## config.mk

```make
export PLATFORM = sky130hd
export DESIGN_NAME = terminal_line_editor_unit
export DESIGN_NICKNAME = d
export VERILOG_FILES = /design/src/rtl/tle_pkg.sv /design/src/rtl/tle_line_ram.sv /design/src/rtl/tle_ctrl.sv /design/src/rtl/terminal_line_editor_unit.sv
export SDC_FILE = /design/constraint.sdc
export NUM_CORES = 1
export LEC_CHECK = 0
export BUFFER_PORTS_ARGS = -buffer_cell sky130_fd_sc_hd__buf_2
export CAP_MARGIN = 10
export CORE_ASPECT_RATIO = 0.6
export CORE_MARGIN = 2
export CORE_UTILIZATION = 55
export DETAILED_ROUTE_END_ITERATION = 12
export PLACE_DENSITY = 0.83
export SYNTH_ARGS = -nofsm -noshare
export SYNTH_HDL_FRONTEND = slang
export SYNTH_HIERARCHICAL = 1
export SYNTH_SLANG_ARGS = --single-unit
```

## constraint.sdc

```tcl
create_clock -name clk -period 4.57 [get_ports clk]
set_input_delay 0.457 -clock clk [delete_from_list [all_inputs] [get_ports clk]]
set_output_delay 0.457 -clock clk [all_outputs]
set_load 0.01 [all_outputs]
```

## src/rtl/tle_pkg.sv

```systemverilog
// Package: shared constants, codes and types of the terminal line editor.
`timescale 1ns / 1ps
package tle_pkg;

  localparam int LINE_LEN  = 16;
  localparam int IDX_W     = (LINE_LEN > 1) ? $clog2(LINE_LEN) : 1;
  localparam int CUR_W     = $clog2(LINE_LEN + 1);
  localparam int BYTE_W    = 8;
  localparam int ACT_W     = 2;
  localparam int RUN_W     = 5;
  localparam int CFG_IDX_W = 3;

  typedef enum logic [ACT_W-1:0] {
    ACT_BYTE = 2'd0,
    ACT_BSB  = 2'd1,
    ACT_RUN  = 2'd2,
    ACT_END  = 2'd3
  } action_t;

  localparam logic [CFG_IDX_W-1:0] CFG_ERASE = 3'd0;
  localparam logic [CFG_IDX_W-1:0] CFG_KILL  = 3'd1;
  localparam logic [CFG_IDX_W-1:0] CFG_WORD  = 3'd2;
  localparam logic [CFG_IDX_W-1:0] CFG_END   = 3'd3;

  localparam logic [BYTE_W-1:0] RST_ERASE = 8'd127;
  localparam logic [BYTE_W-1:0] RST_KILL  = 8'd21;
  localparam logic [BYTE_W-1:0] RST_WORD  = 8'd12;
  localparam logic [BYTE_W-1:0] RST_END   = 8'd4;

  localparam logic [BYTE_W-1:0] CH_BELL     = 8'd7;
  localparam logic [BYTE_W-1:0] CH_NL       = 8'd10;
  localparam logic [BYTE_W-1:0] CH_CR       = 8'd13;
  localparam logic [BYTE_W-1:0] CH_SPACE    = 8'd32;
  localparam logic [BYTE_W-1:0] CH_PRINT_LO = 8'd32;
  localparam logic [BYTE_W-1:0] CH_PRINT_HI = 8'd126;

  typedef struct packed {
    logic [BYTE_W-1:0] erase;
    logic [BYTE_W-1:0] kill;
    logic [BYTE_W-1:0] word;
    logic [BYTE_W-1:0] eoi;
  } codes_t;

  typedef struct packed {
    logic              valid;
    action_t           action;
    logic [BYTE_W-1:0] chr;
    logic [RUN_W-1:0]  run;
    logic              last;
  } result_t;

  typedef struct packed {
    logic              we;
    logic [IDX_W-1:0]  addr;
    logic [BYTE_W-1:0] data;
  } ram_wr_t;

  typedef struct packed {
    logic [CUR_W-1:0] cursor;
    logic             ended;
  } status_t;

  typedef enum logic [3:0] {
    ST_IDLE,
    ST_ONE,
    ST_NL,
    ST_KILL,
    ST_WSP,
    ST_WWD,
    ST_CR1,
    ST_SHOW1,
    ST_RUN,
    ST_CR2,
    ST_SHOW2
  } state_t;

endpackage

```

## src/rtl/tle_line_ram.sv

```systemverilog
// Line store: synchronous RAM, one write port, one registered read port.
`timescale 1ns / 1ps
module tle_line_ram
  import tle_pkg::*;
(
  input  logic              clk,
  input  ram_wr_t           wr,
  input  logic [IDX_W-1:0]  rd_addr,
  output logic [BYTE_W-1:0] rd_data
);

  logic [BYTE_W-1:0] mem [LINE_LEN];

  always_ff @(posedge clk) begin
    if (wr.we) begin
      mem[wr.addr] <= wr.data;
    end
  end

  always_ff @(posedge clk) begin
    rd_data <= mem[rd_addr];
  end

endmodule

```

## src/rtl/tle_ctrl.sv

```systemverilog
// Sequencer: decodes a key, keeps cursor and end flag, walks the line store.
`timescale 1ns / 1ps
module tle_ctrl
  import tle_pkg::*;
(
  input  logic              clk,
  input  logic              rst_n,
  input  logic              in_valid,
  output logic              in_ready,
  input  logic [BYTE_W-1:0] in_byte,
  input  codes_t            codes,
  input  logic              slot_free,
  output result_t           res,
  output ram_wr_t           ram_wr,
  output logic [IDX_W-1:0]  rd_addr,
  input  logic [BYTE_W-1:0] rd_data,
  output status_t           status
);

  state_t            state_r, state_nxt;
  logic [CUR_W-1:0]  cur_r, cur_nxt;
  logic [CUR_W-1:0]  idx_r, idx_nxt;
  logic              ended_r, ended_nxt;
  action_t           one_act_r, one_act_nxt;
  logic [BYTE_W-1:0] one_chr_r, one_chr_nxt;

  logic             in_fire;
  logic             take;
  logic             dec_end, dec_erase, dec_kill, dec_word, dec_print;
  logic             cur_zero, line_full, rd_space;
  logic [CUR_W-1:0] idx_inc;
  logic             idx_at_end;
  logic [CUR_W-1:0] run_len;

  assign in_ready   = (state_r == ST_IDLE);
  assign in_fire    = in_valid && in_ready;
  assign take       = in_fire && !ended_r;
  assign cur_zero   = (cur_r == '0);
  assign line_full  = (cur_r >= CUR_W'(LINE_LEN));
  assign rd_space   = (rd_data == CH_SPACE);
  assign idx_inc    = idx_r + CUR_W'(1);
  assign idx_at_end = (idx_inc == cur_r);
  assign run_len    = CUR_W'(LINE_LEN) - cur_r;

  assign dec_end   = (in_byte == codes.eoi) && cur_zero;
  assign dec_erase = (in_byte == codes.erase);
  assign dec_kill  = (in_byte == codes.kill);
  assign dec_word  = (in_byte == codes.word);
  assign dec_print = (in_byte >= CH_PRINT_LO) && (in_byte <= CH_PRINT_HI);

  // read address tracks next index, so rd_data always belongs to idx_r
  assign rd_addr = idx_nxt[IDX_W-1:0];
  assign status  = '{cursor: cur_r, ended: ended_r};

  always_comb begin
    state_nxt = state_r;
    case (state_r)
      ST_IDLE: begin
        if (take) begin
          if (dec_end || dec_erase) begin
            state_nxt = ST_ONE;
          end else if (dec_kill) begin
            state_nxt = cur_zero ? ST_IDLE : ST_KILL;
          end else if (dec_word) begin
            state_nxt = ST_WSP;
          end else if (dec_print) begin
            state_nxt = line_full ? ST_NL : ST_ONE;
          end else begin
            state_nxt = ST_ONE;
          end
        end
      end
      ST_ONE:   if (slot_free) state_nxt = ST_IDLE;
      ST_NL:    if (slot_free) state_nxt = ST_ONE;
      ST_KILL:  if (slot_free && cur_r == CUR_W'(1)) state_nxt = ST_IDLE;
      ST_WSP: begin
        if (cur_zero) begin
          state_nxt = ST_CR1;
        end else if (!rd_space) begin
          state_nxt = ST_WWD;
        end
      end
      ST_WWD:   if (cur_zero || rd_space) state_nxt = ST_CR1;
      ST_CR1:   if (slot_free) state_nxt = cur_zero ? ST_RUN : ST_SHOW1;
      ST_SHOW1: if (slot_free && idx_at_end) state_nxt = ST_RUN;
      ST_RUN:   if (slot_free) state_nxt = ST_CR2;
      ST_CR2:   if (slot_free) state_nxt = cur_zero ? ST_IDLE : ST_SHOW2;
      ST_SHOW2: if (slot_free && idx_at_end) state_nxt = ST_IDLE;
      default:  state_nxt = ST_IDLE;
    endcase
  end

  always_comb begin
    cur_nxt     = cur_r;
    idx_nxt     = idx_r;
    ended_nxt   = ended_r;
    one_act_nxt = one_act_r;
    one_chr_nxt = one_chr_r;
    res         = '0;
    res.action  = ACT_BYTE;
    ram_wr      = '0;
    case (state_r)
      ST_IDLE: begin
        if (take) begin
          idx_nxt = cur_r - CUR_W'(1);
          if (dec_end) begin
            ended_nxt   = 1'b1;
            one_act_nxt = ACT_END;
            one_chr_nxt = '0;
          end else if (dec_erase) begin
            if (!cur_zero) begin
              cur_nxt     = cur_r - CUR_W'(1);
              one_act_nxt = ACT_BSB;
              one_chr_nxt = '0;
            end else begin
              one_act_nxt = ACT_BYTE;
              one_chr_nxt = CH_BELL;
            end
          end else if (dec_kill || dec_word) begin
            // handled by the walking states
          end else if (dec_print) begin
            ram_wr.we   = 1'b1;
            ram_wr.addr = line_full ? '0 : cur_r[IDX_W-1:0];
            ram_wr.data = in_byte;
            cur_nxt     = line_full ? CUR_W'(1) : cur_r + CUR_W'(1);
            one_act_nxt = ACT_BYTE;
            one_chr_nxt = in_byte;
          end else begin
            one_act_nxt = ACT_BYTE;
            one_chr_nxt = CH_BELL;
          end
        end
      end
      ST_ONE: begin
        if (slot_free) begin
          res.valid  = 1'b1;
          res.action = one_act_r;
          res.chr    = one_chr_r;
          res.last   = 1'b1;
        end
      end
      ST_NL: begin
        if (slot_free) begin
          res.valid = 1'b1;
          res.chr   = CH_NL;
        end
      end
      ST_KILL: begin
        if (slot_free) begin
          res.valid  = 1'b1;
          res.action = ACT_BSB;
          res.last   = (cur_r == CUR_W'(1));
          cur_nxt    = cur_r - CUR_W'(1);
        end
      end
      ST_WSP, ST_WWD: begin
        if (slot_free && !cur_zero && ((state_r == ST_WSP) == rd_space)) begin
          res.valid  = 1'b1;
          res.action = ACT_BSB;
          cur_nxt    = cur_r - CUR_W'(1);
          idx_nxt    = idx_r - CUR_W'(1);
        end
      end
      ST_CR1: begin
        idx_nxt = '0;
        if (slot_free) begin
          res.valid = 1'b1;
          res.chr   = CH_CR;
        end
      end
      ST_SHOW1, ST_SHOW2: begin
        if (slot_free) begin
          res.valid = 1'b1;
          res.chr   = rd_data;
          res.last  = (state_r == ST_SHOW2) && idx_at_end;
          idx_nxt   = idx_inc;
        end
      end
      ST_RUN: begin
        idx_nxt = '0;
        if (slot_free) begin
          res.valid  = 1'b1;
          res.action = ACT_RUN;
          res.run    = RUN_W'(run_len);
        end
      end
      ST_CR2: begin
        idx_nxt = '0;
        if (slot_free) begin
          res.valid = 1'b1;
          res.chr   = CH_CR;
          res.last  = cur_zero;
        end
      end
      default: begin
      end
    endcase
  end

  always_ff @(posedge clk) begin
    if (!rst_n) begin
      state_r <= ST_IDLE;
      cur_r   <= '0;
      ended_r <= 1'b0;
    end else begin
      state_r <= state_nxt;
      cur_r   <= cur_nxt;
      ended_r <= ended_nxt;
    end
  end

  always_ff @(posedge clk) begin
    idx_r     <= idx_nxt;
    one_act_r <= one_act_nxt;
    one_chr_r <= one_chr_nxt;
  end

endmodule

```

## src/rtl/terminal_line_editor_unit.sv

```systemverilog
// Top level: config registers, output register, sequencer and line store.
`timescale 1ns / 1ps
// Terminal line editor.
// Input channel (in_valid/in_ready, in_input_byte) takes one keyboard byte
// per item. Each byte that causes results gives a burst of display actions
// on the output channel (out_action, out_out_byte, out_run_length), the
// final one flagged by out_last. Some bytes give none (kill on an empty
// line, anything after end of input).
// Config port: cfg_we with cfg_index 0..3 writes erase, kill, word and end
// codes; other indexes are dropped. Write only while the block is idle.
// Timing: in_ready is high only while the sequencer is idle. An accepted
// item is decoded in the idle state; its first result is loaded into the
// output register from the next state, but for a word erase on an empty
// line or one ending in a word the space scan step gives no result first.
// With out_ready held high the results leave at one per cycle after the
// decode step. In a word erase, the step ending the space scan and, if a
// word was found, the step leaving the word scan give no result. The rate
// is set by the single output register and the one-read-per-cycle line RAM.
// Reset: cursor cleared, end flag cleared, codes back to 127/21/12/4. The
// line RAM is not cleared; only written entries are ever read.
// Stall: while out_ready is low and the output register is full, it holds
// its item and the sequencer waits in place, re-reading the same RAM entry.
module terminal_line_editor_unit
  import tle_pkg::*;
(
  input  logic                 clk,
  input  logic                 rst_n,
  input  logic                 in_valid,
  output logic                 in_ready,
  input  logic [BYTE_W-1:0]    in_input_byte,
  output logic                 out_valid,
  input  logic                 out_ready,
  output logic [ACT_W-1:0]     out_action,
  output logic [BYTE_W-1:0]    out_out_byte,
  output logic [RUN_W-1:0]     out_run_length,
  output logic                 out_last,
  input  logic                 cfg_we,
  input  logic [CFG_IDX_W-1:0] cfg_index,
  input  logic [BYTE_W-1:0]    cfg_wdata
);

  codes_t            codes_r, codes_nxt;
  result_t           res;
  ram_wr_t           ram_wr;
  logic [IDX_W-1:0]  rd_addr;
  logic [BYTE_W-1:0] rd_data;
  status_t           status;
  logic              slot_free;

  logic              out_valid_r, out_valid_nxt;
  action_t           out_action_r;
  logic [BYTE_W-1:0] out_byte_r;
  logic [RUN_W-1:0]  out_run_r;
  logic              out_last_r;

  // config registers
  always_comb begin
    codes_nxt = codes_r;
    if (cfg_we) begin
      case (cfg_index)
        CFG_ERASE: codes_nxt.erase = cfg_wdata;
        CFG_KILL:  codes_nxt.kill  = cfg_wdata;
        CFG_WORD:  codes_nxt.word  = cfg_wdata;
        CFG_END:   codes_nxt.eoi   = cfg_wdata;
        default:   codes_nxt       = codes_r;
      endcase
    end
  end

  always_ff @(posedge clk) begin
    if (!rst_n) begin
      codes_r <= '{erase: RST_ERASE, kill: RST_KILL, word: RST_WORD, eoi: RST_END};
    end else begin
      codes_r <= codes_nxt;
    end
  end

  // sequencer may load a new result when the register is empty or draining
  assign slot_free = !out_valid_r || out_ready;

  tle_ctrl u_ctrl (
    .clk       (clk),
    .rst_n     (rst_n),
    .in_valid  (in_valid),
    .in_ready  (in_ready),
    .in_byte   (in_input_byte),
    .codes     (codes_r),
    .slot_free (slot_free),
    .res       (res),
    .ram_wr    (ram_wr),
    .rd_addr   (rd_addr),
    .rd_data   (rd_data),
    .status    (status)
  );

  tle_line_ram u_ram (
    .clk     (clk),
    .wr      (ram_wr),
    .rd_addr (rd_addr),
    .rd_data (rd_data)
  );

  // output register
  always_comb begin
    out_valid_nxt = out_valid_r;
    if (res.valid) begin
      out_valid_nxt = 1'b1;
    end else if (out_ready) begin
      out_valid_nxt = 1'b0;
    end
  end

  always_ff @(posedge clk) begin
    if (!rst_n) begin
      out_valid_r <= 1'b0;
    end else begin
      out_valid_r <= out_valid_nxt;
    end
  end

  always_ff @(posedge clk) begin
    if (res.valid) begin
      out_action_r <= res.action;
      out_byte_r   <= res.chr;
      out_run_r    <= res.run;
      out_last_r   <= res.last;
    end
  end

  assign out_valid      = out_valid_r;
  assign out_action     = out_action_r;
  assign out_out_byte   = out_byte_r;
  assign out_run_length = out_run_r;
  assign out_last       = out_last_r;

  // cursor never runs past the line
  a_cursor_bound: assert property (@(posedge clk) disable iff (!rst_n)
    status.cursor <= CUR_W'(LINE_LEN))
    else $error("cursor beyond line length");

  // end of input is always a burst of its own
  a_end_last: assert property (@(posedge clk) disable iff (!rst_n)
    (out_valid && out_action == ACT_END) |-> out_last)
    else $error("end action without last mark");

  // once ended, accepted bytes cause nothing
  a_ended_quiet: assert property (@(posedge clk) disable iff (!rst_n)
    (in_valid && in_ready && status.ended) |=> !res.valid)
    else $error("result after end of input");

  // a new result is only loaded when the register can take it
  a_no_overwrite: assert property (@(posedge clk) disable iff (!rst_n)
    res.valid |-> (!out_valid || out_ready))
    else $error("output register overwritten");

endmodule
```

==> results of run 1 <==
-- power by group --
part	internal, mW	switching [mW]	leakage (nW)	total (mW)
registers	2.24	0.114	1.89	2.36
logic	0.778	1.11	1.79	1.89
clock network	0.975	0.684	0.315	1.66
-- routing by layer --
metal / vias to the layer above / part of all wire [%]
met4: 0 / 2.4
met3: 57 / 12
met1: 3151 / 43
met5: - / 0
met2: 349 / 43
li1: 2843 / -
-- cell usage in the layout (no fill, tap or decap), types with 9 or more instances in the layout --
master     instances
nor2_1            49
xnor2_1           15
o21ai_0           13
dfxtp_1           55
mux4_1            14
buf_4             28
xor2_1            29
nand2b_1           9
mux2i_1           37
a21oi_1           16
nand3_1           14
edfxtp_1         155
buf_2             41
inv_1             15
nand2_1           64
and2_1            19
clkbuf_16         19
mux4_2            18
a22oi_1           19
nor2b_1           25
-- worst min-delay path, stage by stage --
cell	delay, ns
buf_2	0.09
a31oi_1	0.06
nor2_1	0.07
-- cell type report --
cell class                 count  area (um2)  area share [%]
sequential                   210        5760            52.8
multi-input combinational    460        3700            33.9
clock buffer                  25         518            4.75
timing repair buffer          71         455            4.17
tap                          234         293            2.68
clock inverter                 9         129            1.18
inverter                      16        60.1           0.550
-- worst max-delay path by stage --
stage	from	end	slack, ns	cells past startpoint
2_1_floorplan	u_ctrl/cur_r[0]$_SDFFE_PN0P_	u_ram/mem[0][0]$_DFFE_PP_	0.56	13
3_3_place_gp	u_ram/rd_data[4]$_DFF_P_	u_ram/rd_data[4]$_DFF_P_	0.69	10
3_5_place_dp	u_ctrl/cur_r[1]$_SDFFE_PN0P_	u_ram/mem[2][2]$_DFFE_PP_	0.53	11
4_1_cts	u_ctrl/cur_r[1]$_SDFFE_PN0P_	u_ram/mem[2][0]$_DFFE_PP_	0.52	11
5_1_grt	u_ctrl/cur_r[2]$_SDFFE_PN0P_	u_ram/mem[2][0]$_DFFE_PP_	0.12	10
6_report	u_ctrl/cur_r[1]$_SDFFE_PN0P_	u_ram/mem[2][7]$_DFFE_PP_	0.45	11
-- state kept, by name, indices dropped and copies added (netlist names), 2 cells and up --
name              count
codes_r              32
out_action            2
out_out_byte          8
out_run_length        5
u_ctrl/cur_r          5
u_ctrl/idx_r          5
u_ctrl/one_act_r      2
u_ctrl/one_chr_r      8
u_ctrl/state_r        4
u_ram/mem           128
u_ram/rd_data         8
-- through the flow --
step / instance area (um2) / setup WS (ns)
2_1_floorplan: 9780 / 0.564
5_1_grt: 10900 / 0.118
3_3_place_gp: 10300 / 0.689
6_report: 10900 / 0.448
3_5_place_dp: 10300 / 0.535
4_1_cts: 10900 / 0.516
==> reports/qor.txt, run 1 <==
Status -> finished, final reports clean
Critical Path End Type -> flop
Fmax -> 243 MHz
Starting density of the core -> 56.6%
# diodes -> 0
First-pass GRT wire length -> 35700 um
Leakage -> 4.00 nW
Final nets -> 810
# IOs -> 42
HP Start -> in_valid
Hold Path Class -> input port to flop
R2R cell count -> 11
Flop2flop setup slack -> 0.45 ns
Crit path buffers/inverters -> 2
Post-CTS setup buffer count -> 0
Initial antenna violation count -> 0
FF-to-FF End -> u_ram/mem[2][7]$_DFFE_PP_
Chip height -> 107 um
Largest net degree at the start of global routing -> 58
WL per Instance -> 22.5 um
Root buffer cell -> clkbuf_16
CTS tree -> built
Reg2reg start -> u_ctrl/cur_r[1]$_SDFFE_PN0P_
CTS buffer count -> 19
Crit Path Category -> flop to flop
Final WL -> 23100 um
RSZ-0062 raised after global routing -> false
Core area -> 17300 um2
Top Usage Layer GRT -> met2
Ys Warns -> 6
Hold endpoint -> u_ctrl/ended_r$_SDFFE_PN0P_
Fin crit share -> 90.2%
Worst vdd ir -> 0.271 mV
Initial drt markers -> 999
Area of the mapped netlist -> 9770 um2
GR Util met3 -> 7.94%
Tmin final -> 4.12 ns
CTS max path bufs -> 3
Worst setup SP type -> flop
Non-Filler Instances -> 1025
CP Max Fanout -> 15
Drt first pass iters -> 6
Hold depth -> 3
Avg Cell Area, Syn -> 13.2 um2
Number of routed nets with antenna violations -> 0
Final setup viols -> 0
Maxcap violations -> 0
Met2 GRT Util -> 37.1%
Hold Buf Count CTS -> 0
Number of vias per cell -> 6.24
Port Buf Inserts -> 41
Cells after Synth -> 739
Clk sink count -> 210
Number of gates resized after CTS -> 0
Total Power -> 5.90 mW
Gr usage total -> 25.2%
Placed cells -> 991
Clock transition at the registers of the reported paths -> 0.06 ns
Share of cells above drive strength 1 -> 17.4%
Die span in x -> 176 um
WP data arrival -> 4.25 ns
CP max-delay cell -> nor2_1
H-tree Lvls -> 1
Grt total ovfl -> 0
Fin. max-slew vios -> 0
Setup tns final -> 0 ns
Slew headroom -> 37.5%
Slew @ Worst Pin -> 0.937 ns
# DRC -> 0
Final hold violations -> 0
DR vias -> 6400
Fin Hold WS -> 0.228 ns
Count of standard-cell rows -> 37
Crit path max-delay family -> simple AND/OR/NAND/NOR gates
Pwr/cell area -> 541 nW/um2
Layout area overhead -> 11.6%
Fin util -> 63.2%
Worst skew pair latency -> 0.50 ns
Die ar. -> 18900 um2
Fill count -> 1267
GR Util met1 -> 36.7%
Final estimated routing congestion in global placement -> 0.968
CP cell instances -> inv_1 > ha_1 > and2_1 > ha_1 > inv_1 > nor4_2 > nor2_1 > and3_1 > and3_1 > or3b_2 > nor2_1
Max stage delay on crit path -> 0.62 ns
Clk_skew -> 0.0206 ns
Number of global-route vias before repair -> 6272
Hpwl dp -> 16500 um
WP data required -> 4.70 ns
(Power assumes the default switching activity.)
==> inputs of run 2 (changes only) <==
- ABC_AREA: unset -> 1
==> reports/qor.txt, run 2 <==
CTS tree -> built
CTS buffer count -> 20
Hold endpoint -> codes_r[16]$_SDFFE_PN1P_
Clock transition at the registers of the reported paths -> 0.07 ns
CP Max Fanout -> 64
DR vias -> 8544
Number of routed nets with antenna violations -> 0
Max stage delay on crit path -> 0.83 ns
Chip height -> 111 um
Slew @ Worst Pin -> 1.15 ns
Port Buf Inserts -> 41
Layout area overhead -> 9.06%
Grt total ovfl -> 0
Final WL -> 26600 um
Fmax -> 262 MHz
Share of cells above drive strength 1 -> 10.7%
Number of global-route vias before repair -> 7529
First-pass GRT wire length -> 41700 um
Fin crit share -> 83.6%
Final setup viols -> 0
R2R cell count -> 20
Fill count -> 1582
Largest net degree at the start of global routing -> 66
Clk sink count -> 210
Number of gates resized after CTS -> 0
Final nets -> 1312
Crit path max-delay family -> simple AND/OR/NAND/NOR gates
Number of vias per cell -> 5.55
Initial drt markers -> 1245
Reg2reg start -> u_ctrl/cur_r[0]$_SDFFE_PN0P_
# IOs -> 42
Gr usage total -> 26.3%
Post-CTS setup buffer count -> 0
Crit path buffers/inverters -> 3
Slew headroom -> 23.2%
Cells after Synth -> 1249
WP data required -> 5.00 ns
Pwr/cell area -> 609 nW/um2
Die span in x -> 183 um
Most frequent cells in the layout -> nand2_1 (378), inv_1 (179), nand3_1 (170)
Crit Path Category -> flop to flop
Multi-input gate area -> 3790 um2
Max FFs per register -> 128
Crit path from -> u_ctrl/cur_r[0]$_SDFFE_PN0P_
Leakage -> 5.17 nW
CTS max path bufs -> 3
Root buffer cell -> clkbuf_16
Worst setup SP type -> flop
Flop2flop setup slack -> 0.75 ns
Critical Path End Type -> flop
Fin. max-slew vios -> 0
DP Area -> 10900 um2
# DRC -> 0
Drt first pass iters -> 6
FF-to-FF End -> u_ram/rd_data[3]$_DFF_P_
Hold Path Class -> input port to flop
RSZ-0062 raised after global routing -> false
Final estimated routing congestion in global placement -> 0.974
Fin util -> 60.8%
Worst skew pair latency -> 0.50 ns
Most Frequent Cell on Critical Path -> nand2_1
Placed cells -> 1504
Count of standard-cell rows -> 39
Non-Filler Instances -> 1540
Reg with most FFs -> u_ram/mem
Hpwl dp -> 18400 um
Final hold violations -> 0
Starting density of the core -> 55.7%
Area of the mapped netlist -> 10600 um2
Setup tns final -> 0 ns
Status -> finished, final reports clean
Avg Cell Area, Syn -> 8.45 um2
Most common cell after layout, fill and taps aside -> nand2_1
Maxcap violations -> 0
Clk_skew -> 0.0181 ns
H-tree Lvls -> 1
Hold Buf Count CTS -> 0
Die ar. -> 20300 um2
WP data arrival -> 4.25 ns
# diodes -> 0
Initial antenna violation count -> 0
HP Start -> cfg_wdata[0]
Worst vdd ir -> 0.396 mV
CP max-delay cell -> inv_2
Core area -> 18900 um2
Sequential cell area -> 5760 um2
Ys Warns -> 6
Final Cell Area -> 11500 um2
WL per Instance -> 17.3 um
CP cell instances -> inv_2 > ha_1 > nand2_1 > nor2_1 > ha_1 > inv_1 > nand2_1 > nand2_1 > nand2_2 > nand2_1 > nand2_1 > nand2_1 > o211ai_1 > inv_2 > nand2_1 > nand2_1 > nand2_1 > nand3_1 > nand3_1 > nand2_1
Hold depth -> 3
Tmin final -> 3.82 ns
Largest registers -> u_ram/mem: 128 flops, codes_r: 32 flops
## run 2: cell count changes in the layout (fill, tap and decap cells not counted), moves of 14 or more
cell / before / now
nand2_1: 64 / 378
a22oi_1: 19 / 2
and2_1: 19 / 0
xor2_1: 29 / 8
nor2b_1: 25 / 0
inv_2: 0 / 15
mux4_2: 18 / 0
inv_1: 15 / 179
mux4_1: 14 / 0
nand3_1: 14 / 170
mux2i_1: 37 / 0
buf_4: 28 / 10
nor2_1: 49 / 117
## run 2: final cells by class
class                   instances  share of cell area [%]
flip-flops and latches        210                    50.0
multi-input cells             802                    32.9
inverters                     195                    6.37
clock buffers                  30                    5.29
well taps                     246                    2.67
repair buffers                 51                    2.44
clock inverters                 6                   0.304
## run 2: how the worst max path moves through the flow
stage	end	slack (ns)	cells past startpoint
after global routing	u_ram/rd_data[3]$_DFF_P_	0.39	20
final	u_ram/rd_data[3]$_DFF_P_	0.75	20
after floorplan	u_ram/mem[12][0]$_DFFE_PP_	1.69	15
after CTS	u_ram/mem[11][5]$_DFFE_PP_	0.84	14
after detailed placement	u_ram/mem[11][2]$_DFFE_PP_	0.87	14
after global placement	u_ram/mem[11][2]$_DFFE_PP_	1.04	14
## run 2: tightest hold or removal path, delay by kind of cell
family / cells / cell delay (ns)
simple gates: 2 / 0.10
buf+inv: 1 / 0.11
## run 2: power by group
group | switching (mW) | leakage (nW) | internal, mW
registers | 0.162 | 1.89 | 2.28
logic | 2.09 | 2.96 | 0.854
clock network | 0.694 | 0.317 | 0.925
total | 2.94 | 5.17 | 4.06
## run 2: metrics by stage
| stage | setup slack [ns] | hold WS (ns) | power, mW |
|---|---|---|---|
| floorplan | 1.69 | 0.451 | 4.62 |
| global placement | 1.04 | 0.476 | 5.26 |
| detailed placement | 0.873 | 0.493 | 5.28 |
| CTS | 0.842 | 0.189 | 6.92 |
| global route | 0.391 | 0.223 | 7.40 |
| finish | 0.752 | 0.202 | 7.01 |
## run 2: routing by layer
| layer | vias to the layer above | part of all wire, % | track usage (%) |
|---|---|---|---|
| met3 | 44 | 14 | 5.52 |
| met5 | - | 0 | 0 |
| li1 | 4048 | - | - |
| met2 | 551 | 38 | 34.0 |
| met1 | 3901 | 46 | 44.9 |
| met4 | 0 | 1.3 | 4.32 |
==> inputs of run 3 (changes only) <==
- clock period: 4.57 -> 3.53 ns (I/O delays scaled with it)
==> reports/qor.txt, run 3 (synthesis gave the netlist of run 2 again) <==
WL per Instance -> 17.6 um
Fin crit share -> 95.8%
Tmin final -> 3.38 ns
Sequential cell area -> 5760 um2
Final nets -> 1341
Final WL -> 27600 um
Clk sink count -> 210
Layout area overhead -> 11.6%
# IOs -> 42
CTS buffer count -> 20
Die ar. -> 20300 um2
Critical Path End Type -> flop
Non-Filler Instances -> 1569
WP data arrival -> 3.82 ns
Maxcap violations -> 0
WP data required -> 3.97 ns
Number of global-route vias before repair -> 7800
Largest registers -> u_ram/mem: 128 flops, codes_r: 32 flops
Chip height -> 111 um
Worst vdd ir -> 0.608 mV
Largest net degree at the start of global routing -> 65
DR vias -> 8743
Status -> finished, final reports clean
First-pass GRT wire length -> 42700 um
Share of cells above drive strength 1 -> 13.0%
Placed cells -> 1532
Root buffer cell -> clkbuf_16
Clk_skew -> 0.0149 ns
CTS max path bufs -> 3
Fmax -> 296 MHz
Clock transition at the registers of the reported paths -> 0.07 ns
Final estimated routing congestion in global placement -> 0.976
Most frequent cells in the layout -> nand2_1 (378), inv_1 (180), nand3_1 (167)
Gr usage total -> 27.1%
Hold Path Class -> input port to flop
Drt first pass iters -> 6
CP Max Fanout -> 32
Port Buf Inserts -> 41
Hpwl dp -> 19100 um
# DRC -> 0
Worst setup SP type -> flop
Dpl ws -> 0.213 ns
Initial drt markers -> 1241
CTS tree -> built
Starting density of the core -> 55.7%
Pwr/cell area -> 797 nW/um2
Multi-input gate area -> 3810 um2
Grt total ovfl -> 0
Core area -> 18900 um2
Worst skew pair latency -> 0.50 ns
Hold Buf Count CTS -> 0
Most common cell after layout, fill and taps aside -> nand2_1
Number of vias per cell -> 5.57
Slew headroom -> 47.4%
Fin util -> 62.2%
Number of gates resized after CTS -> 0
Setup tns final -> 0 ns
Final setup viols -> 0
Max FFs per register -> 128
Reg with most FFs -> u_ram/mem
Count of standard-cell rows -> 39
Post-CTS setup buffer count -> 0
H-tree Lvls -> 1
RSZ-0062 raised after global routing -> false
Die span in x -> 183 um
Slew @ Worst Pin -> 0.790 ns
Crit Path Category -> flop to flop
Fill count -> 1577
Number of routed nets with antenna violations -> 0
Initial antenna violation count -> 0
Final worst slack -> 0.147 ns
Fin. max-slew vios -> 0
Final hold violations -> 0
Leakage -> 5.32 nW
run 3: cell types whose count changed in the layout (fill, tap and decap cells not counted), moves of 2 or more:
cell,change
nand3_1,-3
nor2_2,+3
clkbuf_8,-4
nor2_1,-3
nand3_2,+3
clkbuf_16,+2
buf_12,+2
buf_4,+26
run 3: where the power goes:
group          leakage (nW)  internal (mW)  switching [mW]
Clock                 0.306           1.15           0.920
Combinational          3.13           1.27            2.89
Sequential             1.89           2.95           0.204
Total                  5.32           5.37            4.01
run 3: worst paths after layout:
check,start,end,slack [ns],depth (start not counted)
worst min-delay path,cfg_wdata[3],codes_r[11]$_SDFFE_PN1P_,0.1,3
worst max-delay path,u_ctrl/cur_r[1]$_SDFFE_PN0P_,u_ram/rd_data[0]$_DFF_P_,0.15,18
worst max register to register,u_ctrl/cur_r[1]$_SDFFE_PN0P_,u_ram/rd_data[0]$_DFF_P_,0.15,18
worst min register to register,codes_r[11]$_SDFFE_PN1P_,codes_r[11]$_SDFFE_PN1P_,0.49,2
run 3: area by class of cell:
| class | count | share of cell area [%] |
|---|---|---|
| diodes | 1 | 0.0212 |
| flip-flops and latches | 210 | 48.9 |
| repair buffers | 80 | 4.59 |
| well taps | 246 | 2.61 |
| multi-input cells | 802 | 32.4 |
| clock buffers | 26 | 4.89 |
| inverters | 195 | 6.23 |
| clock inverters | 9 | 0.425 |
run 3: worst max-delay path: stages (launching register included):
cell and delay [ns]:
dfxtp_1 0.36, inv_1 0.17, ha_1 0.19, nand2_1 0.08
nor2_1 0.14, ha_1 0.25, inv_1 0.10, buf_4 0.17
nand2_1 0.06, nand2_1 0.07, nand2_2 0.13, nor2_2 0.07
a21oi_1 0.20, o21ai_2 0.10, inv_2 0.49, nand3_1 0.24
nand3_1 0.16, nand3_1 0.19, nand2_1 0.14
run 3: per-layer routing:
metal | up-vias | wire [um] | global-route usage, %
met5 | - | 0 | 0
met4 | 0 | 498 | 5.60
met3 | 47 | 3920 | 8.05
met2 | 572 | 10700 | 35.7
met1 | 4021 | 12400 | 43.6
li1 | 4103 | - | -
run 3: metrics by stage:
stage	total power, mW	hold WS [ns]	instance area (um2)
after CTS	9.09	0.0897	11700
after global routing	9.84	0.113	11800
after global placement	6.95	0.473	11100
final	9.38	0.0991	11800
after floorplan	5.98	0.451	10600
after detailed placement	7.03	0.486	11100
